<file path="src/hw/rtl/crt_timing_address_generator_top_assert.svh">
// Assertion macros for the CRT timing address generator.
// Included by the top level; define NO_ASSERTIONS to drop them.
`ifndef CRT_TIMING_ADDRESS_GENERATOR_TOP_ASSERT_SVH
`define CRT_TIMING_ADDRESS_GENERATOR_TOP_ASSERT_SVH
`ifndef NO_ASSERTIONS
`define CTAG_ASSERT_IMPL(lbl, a, c, msg) \
    lbl: assert property (@(posedge clk) disable iff (!rst_n) (a) |-> (c)) else $error(msg);
`define CTAG_ASSERT_NEXT(lbl, a, c, msg) \
    lbl: assert property (@(posedge clk) disable iff (!rst_n) (a) |=> (c)) else $error(msg);
`else
`define CTAG_ASSERT_IMPL(lbl, a, c, msg)
`define CTAG_ASSERT_NEXT(lbl, a, c, msg)
`endif
`endif

</file>
<file path="src/hw/rtl/ctag_pkg.sv">
// Package for the CRT timing address generator: modes, register addresses, flag bits, register and state types.
// No dependencies.
package ctag_pkg;

    typedef enum logic [1:0] {
        MODE_TICK  = 2'd0,
        MODE_SEL   = 2'd1,
        MODE_WRITE = 2'd2,
        MODE_READ  = 2'd3
    } mode_t;

    localparam logic [4:0] REG_HTOT   = 5'd0;
    localparam logic [4:0] REG_HDISP  = 5'd1;
    localparam logic [4:0] REG_HSPOS  = 5'd2;
    localparam logic [4:0] REG_SYNCW  = 5'd3;
    localparam logic [4:0] REG_VTOT   = 5'd4;
    localparam logic [4:0] REG_VADJ   = 5'd5;
    localparam logic [4:0] REG_VDISP  = 5'd6;
    localparam logic [4:0] REG_VSPOS  = 5'd7;
    localparam logic [4:0] REG_MODE   = 5'd8;
    localparam logic [4:0] REG_RPC    = 5'd9;
    localparam logic [4:0] REG_SSH    = 5'd12;
    localparam logic [4:0] REG_SSL    = 5'd13;
    localparam logic [4:0] REG_CURH   = 5'd14;
    localparam logic [4:0] REG_CURL   = 5'd15;
    localparam logic [4:0] REG_LPH    = 5'd16;
    localparam logic [4:0] REG_LPL    = 5'd17;

    // timing flag bit positions
    localparam int TF_SOF    = 0;
    localparam int TF_FIRST  = 1;
    localparam int TF_HS     = 2;
    localparam int TF_VS     = 3;
    localparam int TF_HADVS  = 4;
    localparam int TF_INADJ  = 5;
    localparam int TF_CHKADJ = 6;
    localparam int TF_EOADJ  = 7;
    localparam int TF_EOMAIN = 8;
    localparam int TF_EOFL   = 9;
    localparam int TF_DUMMY  = 10;
    localparam int TF_EVEN   = 11;

    localparam logic [11:0] TF_RESET = 12'h003;

    typedef struct packed {
        logic [7:0]  horiz_total;
        logic [7:0]  horiz_displayed;
        logic [7:0]  hsync_position;
        logic [3:0]  hsync_width;
        logic [3:0]  vsync_width;
        logic [6:0]  vert_total;
        logic [4:0]  vert_adjust;
        logic [6:0]  vert_displayed;
        logic [6:0]  vsync_position;
        logic [1:0]  interlace_mode;
        logic [1:0]  enable_skew;
        logic [4:0]  rows_per_char;
        logic [13:0] screen_start;
        logic [13:0] cursor_address;
    } regs_t;

    typedef struct packed {
        logic [7:0]  column_count;
        logic [3:0]  hsync_count;
        logic [4:0]  scanline_count;
        logic [6:0]  row_count;
        logic [3:0]  vsync_count;
        logic [4:0]  adjust_count;
        logic [13:0] memory_address;
        logic [13:0] row_start;
        logic [13:0] next_row_start;
        logic [11:0] timing_flags;
        logic        frame_parity;
        logic [1:0]  border_flags;
    } cnt_t;

    // wrap subtrahends picked by the external latch
    function automatic logic [15:0] wrap_sub(input logic [1:0] sel);
        logic [15:0] r;
        case (sel)
            2'd0:    r = 16'h4000;
            2'd1:    r = 16'h2000;
            2'd2:    r = 16'h5000;
            default: r = 16'h2800;
        endcase
        return r;
    endfunction

endpackage

</file>
<file path="src/hw/rtl/crt_timing_address_generator_top.sv">
// CRT timing address generator: one transfer in, one transfer out.
// Pipeline: input register, then result register.
// Throughput: one item per cycle; a skid-free pipeline that stalls as a whole
// when the result register is full and not taken.
// Reset (rst_n, async): timing registers and counters cleared, start-of-frame
// and first-raster flags set, pipeline empty.
module crt_timing_address_generator_top (
    input  logic        clk,
    input  logic        rst_n,
    input  logic        s_tvalid,
    output logic        s_tready,
    input  logic [15:0] s_tdata,   // [7:0] data, [9:8] wrap_select, rest zero
    input  logic [1:0]  s_tuser,   // [1:0] mode
    output logic        m_tvalid,
    input  logic        m_tready,
    output logic [31:0] m_tdata    // [15:0] dram_address, [16] hsync, [17] vsync,
                                   // [18] display_enable, [23:19] raster_row,
                                   // [31:24] read_data
    ,output logic       m_tuser    // [0] read_valid
);
    import ctag_pkg::*;

    logic        in_v_reg;
    logic [1:0]  mode_reg;
    logic [7:0]  data_reg;
    logic [1:0]  wsel_reg;
    logic        out_v_reg;
    logic [31:0] out_reg;
    logic        rv_reg;
    regs_t       regs_reg, regs_next;
    cnt_t        cnt_reg, cnt_next, tick_nxt;
    logic [4:0]  sel_reg, sel_next;
    logic [15:0] tick_addr;
    logic        adv;
    logic [7:0]  rd;
    logic        rv;
    logic [15:0] addr;

    // the whole pipe moves when the result slot is free or being taken
    assign adv      = !out_v_reg || m_tready;
    assign s_tready = adv;
    assign m_tvalid = out_v_reg;
    assign m_tdata  = out_reg;
    assign m_tuser  = rv_reg;

    ctag_tick u_tick (
        .regs        (regs_reg),
        .cur         (cnt_reg),
        .wrap_select (wsel_reg),
        .nxt         (tick_nxt),
        .dram_address(tick_addr)
    );

    always_comb
    begin
        regs_next = regs_reg;
        cnt_next  = cnt_reg;
        sel_next  = sel_reg;
        rd = 8'd0;
        rv = 1'b0;
        addr = 16'd0;
        unique case (mode_t'(mode_reg))
            MODE_TICK:
            begin
                cnt_next = tick_nxt;
                addr = tick_addr;
            end
            MODE_SEL: sel_next = data_reg[4:0];
            MODE_WRITE:
            begin
                case (sel_reg)
                    REG_HTOT:  regs_next.horiz_total = data_reg;
                    REG_HDISP: regs_next.horiz_displayed = data_reg;
                    REG_HSPOS: regs_next.hsync_position = data_reg;
                    REG_SYNCW:
                    begin
                        regs_next.vsync_width = data_reg[7:4];
                        if (data_reg[3:0] != 4'd0) regs_next.hsync_width = data_reg[3:0];
                    end
                    REG_VTOT:  regs_next.vert_total = data_reg[6:0];
                    REG_VADJ:  regs_next.vert_adjust = data_reg[4:0];
                    REG_VDISP: regs_next.vert_displayed = data_reg[6:0];
                    REG_VSPOS: regs_next.vsync_position = data_reg[6:0];
                    REG_MODE:
                    begin
                        regs_next.interlace_mode = data_reg[1:0];
                        if (data_reg[5:4] != 2'd3) regs_next.enable_skew = data_reg[5:4];
                    end
                    REG_RPC:   regs_next.rows_per_char = data_reg[4:0];
                    REG_SSH:   regs_next.screen_start[13:8] = data_reg[5:0];
                    REG_SSL:   regs_next.screen_start[7:0] = data_reg;
                    REG_CURH:  regs_next.cursor_address[13:8] = data_reg[5:0];
                    REG_CURL:  regs_next.cursor_address[7:0] = data_reg;
                    default: ;
                endcase
            end
            MODE_READ:
            begin
                case (sel_reg)
                    REG_SSH:  begin rv = 1'b1; rd = {2'b00, regs_reg.screen_start[13:8]}; end
                    REG_SSL:  begin rv = 1'b1; rd = regs_reg.screen_start[7:0]; end
                    REG_CURH: begin rv = 1'b1; rd = {2'b00, regs_reg.cursor_address[13:8]}; end
                    REG_CURL: begin rv = 1'b1; rd = regs_reg.cursor_address[7:0]; end
                    REG_LPH, REG_LPL: rv = 1'b1;   // light pen never latched
                    default: ;
                endcase
            end
            default: ;
        endcase
    end

    always_ff @(posedge clk or negedge rst_n)
    begin
        if (!rst_n)
        begin
            in_v_reg  <= 1'b0;
            out_v_reg <= 1'b0;
            regs_reg  <= '0;
            sel_reg   <= '0;
            cnt_reg   <= '{timing_flags: TF_RESET, default: '0};
        end
        else if (adv)
        begin
            in_v_reg  <= s_tvalid;
            out_v_reg <= in_v_reg;
            if (in_v_reg)
            begin
                regs_reg <= regs_next;
                cnt_reg  <= cnt_next;
                sel_reg  <= sel_next;
            end
        end
    end

    always_ff @(posedge clk)
    begin
        if (adv)
        begin
            mode_reg <= s_tuser;
            data_reg <= s_tdata[7:0];
            wsel_reg <= s_tdata[9:8];
            out_reg  <= {rd, cnt_next.scanline_count,
                         cnt_next.border_flags[1] & cnt_next.border_flags[0],
                         cnt_next.timing_flags[TF_VS], cnt_next.timing_flags[TF_HS], addr};
            rv_reg   <= rv;
        end
    end

`include "crt_timing_address_generator_top_assert.svh"

    `CTAG_ASSERT_NEXT(a_out_follows_in, adv && in_v_reg, m_tvalid, "result lost")
    `CTAG_ASSERT_IMPL(a_rd_only_read, m_tvalid && !m_tuser, m_tdata[31:24] == 8'd0, "stray read")
    `CTAG_ASSERT_IMPL(a_ready_free, !m_tvalid, s_tready, "stall with empty output")

endmodule

</file>
<file path="src/hw/rtl/ctag_tick.sv">
// Next-state logic of the timing counters, and the DRAM address, for one character tick.
// Depends on ctag_pkg.
module ctag_tick (
    input  ctag_pkg::regs_t     regs,
    input  ctag_pkg::cnt_t      cur,
    input  logic [1:0]          wrap_select,
    output ctag_pkg::cnt_t      nxt,
    output logic [15:0]         dram_address
);
    import ctag_pkg::*;

    always_comb
    begin
        cnt_t c;
        logic half, trig, ending, starting, r6, r7, r9, eof;
        logic [8:0] hd_skew, ht_skew;
        logic [15:0] a;
        c = cur;
        ending = 1'b0;
        starting = 1'b0;
        r9 = 1'b0;
        eof = 1'b0;
        hd_skew = {1'b0, regs.horiz_displayed} + {7'd0, regs.enable_skew};
        ht_skew = {1'b0, regs.horiz_total} + {7'd0, regs.enable_skew};

        if (c.timing_flags[TF_SOF])
        begin
            c.memory_address = regs.screen_start;
            c.row_start = regs.screen_start;
            c.timing_flags[TF_SOF] = 1'b0;
        end
        if (c.timing_flags[TF_HS])
        begin
            c.hsync_count = c.hsync_count + 4'd1;
            if (c.hsync_count == regs.hsync_width) c.timing_flags[TF_HS] = 1'b0;
        end
        if (c.column_count == regs.horiz_displayed) c.next_row_start = c.memory_address;
        if ({1'b0, c.column_count} == hd_skew || {1'b0, c.column_count} == ht_skew)
            c.border_flags[0] = 1'b0;
        if (c.column_count == regs.hsync_position && !c.timing_flags[TF_HS])
        begin
            c.timing_flags[TF_HS] = 1'b1;
            c.hsync_count = 4'd0;
        end
        half = (c.column_count == {1'b0, regs.horiz_total[7:1]});
        trig = !regs.interlace_mode[0] || !c.timing_flags[TF_EVEN] || half;
        if (c.timing_flags[TF_VS] && c.vsync_count == regs.vsync_width && trig)
        begin
            ending = 1'b1;
            c.timing_flags[TF_VS] = 1'b0;
        end
        if (c.row_count == regs.vsync_position && !c.timing_flags[TF_VS]
            && !c.timing_flags[TF_HADVS] && trig)
        begin
            starting = 1'b1;
            c.timing_flags[TF_VS] = 1'b1;
        end
        if (starting && !ending)
        begin
            c.timing_flags[TF_HADVS] = 1'b1;
            c.vsync_count = 4'd0;
        end
        c.memory_address = c.memory_address + 14'd1;
        if (c.timing_flags[TF_CHKADJ])
        begin
            c.timing_flags[TF_CHKADJ] = 1'b0;
            if (c.timing_flags[TF_EOMAIN])
            begin
                if (c.adjust_count == regs.vert_adjust) c.timing_flags[TF_EOADJ] = 1'b1;
                c.adjust_count = c.adjust_count + 5'd1;
            end
        end
        if (c.column_count == 8'd1)
        begin
            if (c.row_count == regs.vert_total && c.scanline_count == regs.rows_per_char)
            begin
                c.timing_flags[TF_EOMAIN] = 1'b1;
                c.adjust_count = 5'd0;
            end
            c.timing_flags[TF_CHKADJ] = 1'b1;
        end
        if (c.column_count == regs.horiz_total)
        begin
            // end of scanline
            c.timing_flags[TF_FIRST] = 1'b0;
            c.vsync_count = c.vsync_count + 4'd1;
            r9 = (c.scanline_count == regs.rows_per_char);
            if (r9) c.row_start = c.next_row_start;
            if (regs.interlace_mode == 2'd3)
                c.scanline_count = (c.scanline_count + 5'd2) & 5'h1e;
            else
                c.scanline_count = c.scanline_count + 5'd1;
            if (!c.timing_flags[TF_INADJ] && r9)
            begin
                c.row_count = c.row_count + 7'd1;
                c.scanline_count = 5'd0;
                c.timing_flags[TF_HADVS] = 1'b0;
            end
            if (c.timing_flags[TF_EOMAIN] && !c.timing_flags[TF_EOADJ])
                c.timing_flags[TF_INADJ] = 1'b1;
            eof = c.timing_flags[TF_EOFL];
            if (c.timing_flags[TF_EOADJ])
            begin
                c.timing_flags[TF_INADJ] = 1'b0;
                if (regs.interlace_mode[0] && c.timing_flags[TF_EVEN])
                begin
                    c.timing_flags[TF_DUMMY] = 1'b1;
                    c.timing_flags[TF_EOFL] = 1'b1;
                end
                else eof = 1'b1;
            end
            if (eof)
            begin
                c.timing_flags[TF_EOMAIN] = 1'b0;
                c.timing_flags[TF_EOADJ] = 1'b0;
                c.timing_flags[TF_EOFL] = 1'b0;
                c.timing_flags[TF_DUMMY] = 1'b0;
                c.timing_flags[TF_SOF] = 1'b1;
                c.scanline_count = 5'd0;
                c.timing_flags[TF_HADVS] = 1'b0;
                c.row_count = 7'd0;
                c.timing_flags[TF_FIRST] = 1'b1;
                c.next_row_start = regs.screen_start;
                c.row_start = regs.screen_start;
                c.border_flags[1] = 1'b1;
                if (!c.timing_flags[TF_VS]) c.timing_flags[TF_EVEN] = 1'b0;
            end
            c.memory_address = c.row_start;
            c.column_count = 8'd0;
            c.border_flags[0] = 1'b1;
        end
        else
        begin
            c.column_count = c.column_count + 8'd1;
        end
        r6 = (c.row_count == regs.vert_displayed);
        if (r6 && !c.timing_flags[TF_FIRST] && c.border_flags[1])
        begin
            c.border_flags[1] = 1'b0;
            c.frame_parity = ~c.frame_parity;
        end
        r7 = (c.row_count == regs.vsync_position);
        if (r6 || r7) c.timing_flags[TF_EVEN] = c.frame_parity;

        // address mapping
        if (c.memory_address[13])
            a = {1'b0, c.memory_address[11], 4'b1111, c.memory_address[9:0]};
        else
        begin
            a = {c.memory_address[12:0], c.scanline_count[2:0]};
            if (c.memory_address[12]) a = a - wrap_sub(wrap_select);
        end
        nxt = c;
        dram_address = a;
    end
endmodule
</file>
<file path="config.mk">
export PLATFORM = sky130hd
export DESIGN_NAME = crt_timing_address_generator_top
export DESIGN_NICKNAME = d
export VERILOG_FILES = /design/src/hw/rtl/ctag_pkg.sv /design/src/hw/rtl/crt_timing_address_generator_top.sv /design/src/hw/rtl/ctag_tick.sv
export VERILOG_INCLUDE_DIRS = /design/src /design/src/hw/rtl
export SDC_FILE = /design/constraint.sdc
export NUM_CORES = 1
export LEC_CHECK = 0
export BUFFER_PORTS_ARGS = -buffer_cell sky130_fd_sc_hd__buf_2
export CAP_MARGIN = 10
export CORE_MARGIN = 3
export CORE_UTILIZATION = 50
export DETAILED_ROUTE_END_ITERATION = 10
export GPL_ROUTABILITY_DRIVEN = 0
export PLACE_DENSITY = 0.63
export SLEW_MARGIN = 25
export SYNTH_ARGS = -nofsm -noshare
export SYNTH_HDL_FRONTEND = slang
export SYNTH_SLANG_ARGS = --single-unit
</file>
<file path="constraint.sdc">
create_clock -name clk -period 12 [get_ports clk]
set_input_delay 1.2 -clock clk [delete_from_list [all_inputs] [get_ports clk]]
set_output_delay 1.2 -clock clk [all_outputs]
set_load 0.03 [all_outputs]
</file>
==> results.md <==
- The number of buffers and inverters on the critical path is 2.
- The growth of design area from synthesis to finish is 9.15%.
- The class of the most critical hold timing path is reg -> reg.
- The net count of the mapped netlist is 1,398.
- The total count of hold-check failures in the final report is 0.
- Summed over all nets, the half-perimeter wirelength after detailed placement is 22,900 microns.
- The number of max-capacitance violations reported is 0.
- The worst clock skew is 13.3 ps.
- Row generation in the floorplan step produced 59 rows.
- The horizontal die dimension is 170 microns.
- Summed over all failing endpoints, the final setup total negative slack is 0 ps.
- 0 antenna diodes ended up in the layout.
- Summed over all layers, the global routing overflow is 0.
- The portion of the clock cycle consumed by the worst path in the final layout is 0.343.
- The overall track demand over capacity in global routing is 0.237.
- The number of warning messages in the yosys log is 0.
- Counting along the longest clock path gives a buffer depth of 3.
- Of the cells placed in the final design, the portion with a size suffix greater than 1 is 0.176.
- The via count is 10,400.
- The number of routed nets with antenna violations is 0.
- The height of the die is 170 microns.
- In this run the number of H-tree levels came out at 1.
- The number of detailed-routing iterations run before antenna repair is 5.
- Setup violations remaining at the end of the flow were counted as 0.
- After clock tree synthesis, the clock-pin slew on the worst setup and hold paths is 60 ps.
- Clock latency on the worst-skew pair, taken at its later pin, is 560 ps.
- In the final routed layout, each cell accounts on average for 19.9 microns.
- The signal on the critical path passes through xor2_1 > nand4b_1 > or2_1 > buf_4 > nor2_2 > buf_4 > a22o_1 > a21oi_1 > ha_1 > fa_1 > xor2_1 > nor2_1 > a21oi_1 > a21oi_1.
- The via density per instance is 6.03.
- The number of flops mapped to enable cells by yosys is 45.
- The worst-case register-to-register setup slack is 7890 ps.
- The critical path launch point type is a register.
- The via count of the first global-routing pass is 9,734.
- The slowest stage of the critical path belongs to the cell sky130_fd_sc_hd__dfrtp_1.
- The flip-flop count of the largest register after layout is 95.
- In this run, synthesis produced a sequential element count of 236.
- The worst setup path is captured at a register.
- The category of the critical setup timing path is reg -> reg.
- The die covers 0.0289 sq mm.
- The final max-slew violation count is 0.
- CTS placed an instance of sky130_fd_sc_hd__clkbuf_16 at the clock tree root.
- TritonCTS created 27 clock buffers.
- The flow ran to the end, and the final reports show no timing, DRC or antenna violations.
- In this run the standard cell core region covers 0.0263 sq mm.
- Buffers inserted to repair hold after CTS numbered 0.
- Leaving out fill and tap cells, the most frequent cell in the layout is sky130_fd_sc_hd__dfrtp_1.
- The first global-routing pass estimated 55,200 microns of wire.
- The proportion of synthesized chip area in sequential cells is 0.455.
- TritonCTS built the clock tree.
- The transition at the pin with the smallest max-transition slack is 1110 ps.
- The cell area that synthesis handed to floorplanning was 0.0135 sq mm.
- For this run, the top clock speed supported by timing is 243 MHz.
- The number of different library cells in the post-synthesis netlist is 84.
- The most prevalent standard cell on the critical path is sky130_fd_sc_hd__a21oi_1.
- The number of antenna violations at the first check in global routing is 0.
- For this configuration, the core starts out at a cell density of 0.512.
- The fraction of the core area covered by cells at the end of the flow is 0.559.
- The post-cts repair resize count is 0.
- The I/O pin count is 57.
- The worst ir drop on vdd is 0.115 mV.
- The sink count of the clock tree is 236.
- The post-CTS setup buffer count is 0.
- The minimum period implied by the final worst setup slack is 4110 ps.
- The layout has 2,337 filler cells.
- The data arrival time at the worst-slack endpoint is 4400 ps.
- In the layout the commonest cells are sky130_fd_sc_hd__dfrtp_1 (189), sky130_fd_sc_hd__nand2_1 (160), sky130_fd_sc_hd__nor2_1 (110).
- The proportion of register bits with asynchronous set or reset after synthesis is 0.809.
- The final layout contains routed wiring with a total length of 34,300 microns.
- The first routing iteration left 1,103 violations.
- The required time of the critical path is 12,280 ps.
- Input and output buffers added on the ports amount to 50.
- Summed over all cells, the static leakage comes to 6.26 nW.
- On the critical path the largest part of the delay comes from simple AND/OR/NAND/NOR gates.
- The dominant synthesized flop cell is sky130_fd_sc_hd__dfrtp_1.
- In this run the tightest slew margin relative to its limit is 0.255.
- The mean area per synthesized cell is 9.93 sq um.
- The final-stage net count is 1,411.
- The power density of the placed cells is 200 mW/mm^2.
- Synthesis produced 1,356 cells.
- The DRC violations left is 0.
- Setup repair after global routing left no endpoint under its margin.
- The maximum fanout along the worst path is 45.
- In this design, the stage delay of the slowest critical-path cell is 670 ps.
- Entering global routing, the biggest net connects 120 pins.
final cells by class:
cell class	instances	area [sq um]	share of cell area
flip-flops and latches	236	6130	0.417
repair buffers	66	384	0.0261
well taps	335	419	0.0285
clock inverters	10	66.3	0.00451
inverters	40	150	0.0102
multi-input cells	998	6790	0.462
clock buffers	40	754	0.0513
metrics by stage:
stage	setup WS [ps]	instances	cell area (sq um)	hold WS [ps]	power, mW
final	7890	1725	14700	468	2.94
after global routing	7570	1725	14700	507	3.13
after CTS	7930	1725	14700	477	2.96
after detailed placement	7950	1675	13900	463	2.18
after global placement	8000	1675	13900	454	2.15
after floorplan	6820	1356	13500	438	1.92
kinds of logic (layout without fill, tap and decap cells):
logic type               count (synthesis)  in the layout  share of synthesized area
XOR/XNOR                                97             97                     0.0656
buffers and inverters                  122            156                     0.0424
AND/OR/NAND/NOR                        457            457                      0.164
multiplexers                           137            137                      0.111
flip-flops                             236            236                      0.455
adder cells (fa/ha/maj)                 20             20                     0.0203
AO/OA/AOI/OAI                          287            287                      0.141
worst register-to-register path: stages, from the launching register on:
cell and delay, ps:
sky130_fd_sc_hd__dfrtp_1 670, sky130_fd_sc_hd__xor2_1 180, sky130_fd_sc_hd__nand4b_1 410, sky130_fd_sc_hd__or2_1 350, sky130_fd_sc_hd__buf_4 230, sky130_fd_sc_hd__nor2_2 140
sky130_fd_sc_hd__buf_4 440, sky130_fd_sc_hd__a22o_1 270, sky130_fd_sc_hd__a21oi_1 90, sky130_fd_sc_hd__ha_1 270, sky130_fd_sc_hd__fa_1 400, sky130_fd_sc_hd__xor2_1 160
sky130_fd_sc_hd__nor2_1 50, sky130_fd_sc_hd__a21oi_1 110, sky130_fd_sc_hd__a21oi_1 80
Yosys cell counts (10+ instances only):
cell                         n  share of area
sky130_fd_sc_hd__a21oi_1    67          0.025
sky130_fd_sc_hd__nand2_1   160          0.045
sky130_fd_sc_hd__nor4_1     13         0.0060
sky130_fd_sc_hd__mux2_2    103          0.086
sky130_fd_sc_hd__edfxtp_1   45           0.10
sky130_fd_sc_hd__a21o_1     11         0.0061
sky130_fd_sc_hd__nor3_1     25         0.0093
sky130_fd_sc_hd__a211oi_1   10         0.0056
sky130_fd_sc_hd__o31ai_1    13         0.0072
sky130_fd_sc_hd__o21ai_0    84          0.031
sky130_fd_sc_hd__nor2_1    112          0.031
sky130_fd_sc_hd__nand2b_1   14         0.0065
sky130_fd_sc_hd__xnor2_1    51          0.033
sky130_fd_sc_hd__ha_1       17          0.016
sky130_fd_sc_hd__a22o_1     12         0.0078
sky130_fd_sc_hd__nand4_1    19         0.0088
sky130_fd_sc_hd__buf_2      21         0.0078
sky130_fd_sc_hd__dfrtp_1   189           0.35
sky130_fd_sc_hd__nor2b_1    20         0.0093
sky130_fd_sc_hd__clkbuf_1   44          0.012
sky130_fd_sc_hd__xor2_1     43          0.028
sky130_fd_sc_hd__inv_1      40          0.011
sky130_fd_sc_hd__a22oi_1    14         0.0078
sky130_fd_sc_hd__nand3_1    35          0.013
sky130_fd_sc_hd__mux2i_1    33          0.025
sky130_fd_sc_hd__a32o_1     11         0.0082
power by group:
part           switching (mW)  total (mW)  internal [mW]
logic                   0.540       0.930          0.390
clock network           0.330       0.766          0.436
registers               0.224        1.24           1.02
layer usage:
layer | share of wire | vias up | GRT usage
met3 | 0.058 | 53 | 0.0262
met2 | 0.44 | 341 | 0.366
met4 | 0.022 | 0 | 0.0522
met5 | 0 | - | 0
met1 | 0.48 | 5094 | 0.363
li1 | - | 4919 | -
final timing paths:
check	start	to	cells past startpoint
min in group asynchronous	rst_n	cnt_reg[51]$_DFFE_PN0P_	1
max in group asynchronous	rst_n	regs_reg[30]$_DFFE_PN0P_	2
max reg2reg	cnt_reg[84]$_DFFE_PN0P_	m_tdata[13]$_SDFFCE_PN0N_	14
max	cnt_reg[84]$_DFFE_PN0P_	m_tdata[13]$_SDFFCE_PN0N_	14
min reg2reg	cnt_reg[33]$_DFFE_PN0P_	cnt_reg[33]$_DFFE_PN0P_	2
min	cnt_reg[33]$_DFFE_PN0P_	cnt_reg[33]$_DFFE_PN0P_	2
Note: power is estimated with default switching activity, not from simulation.
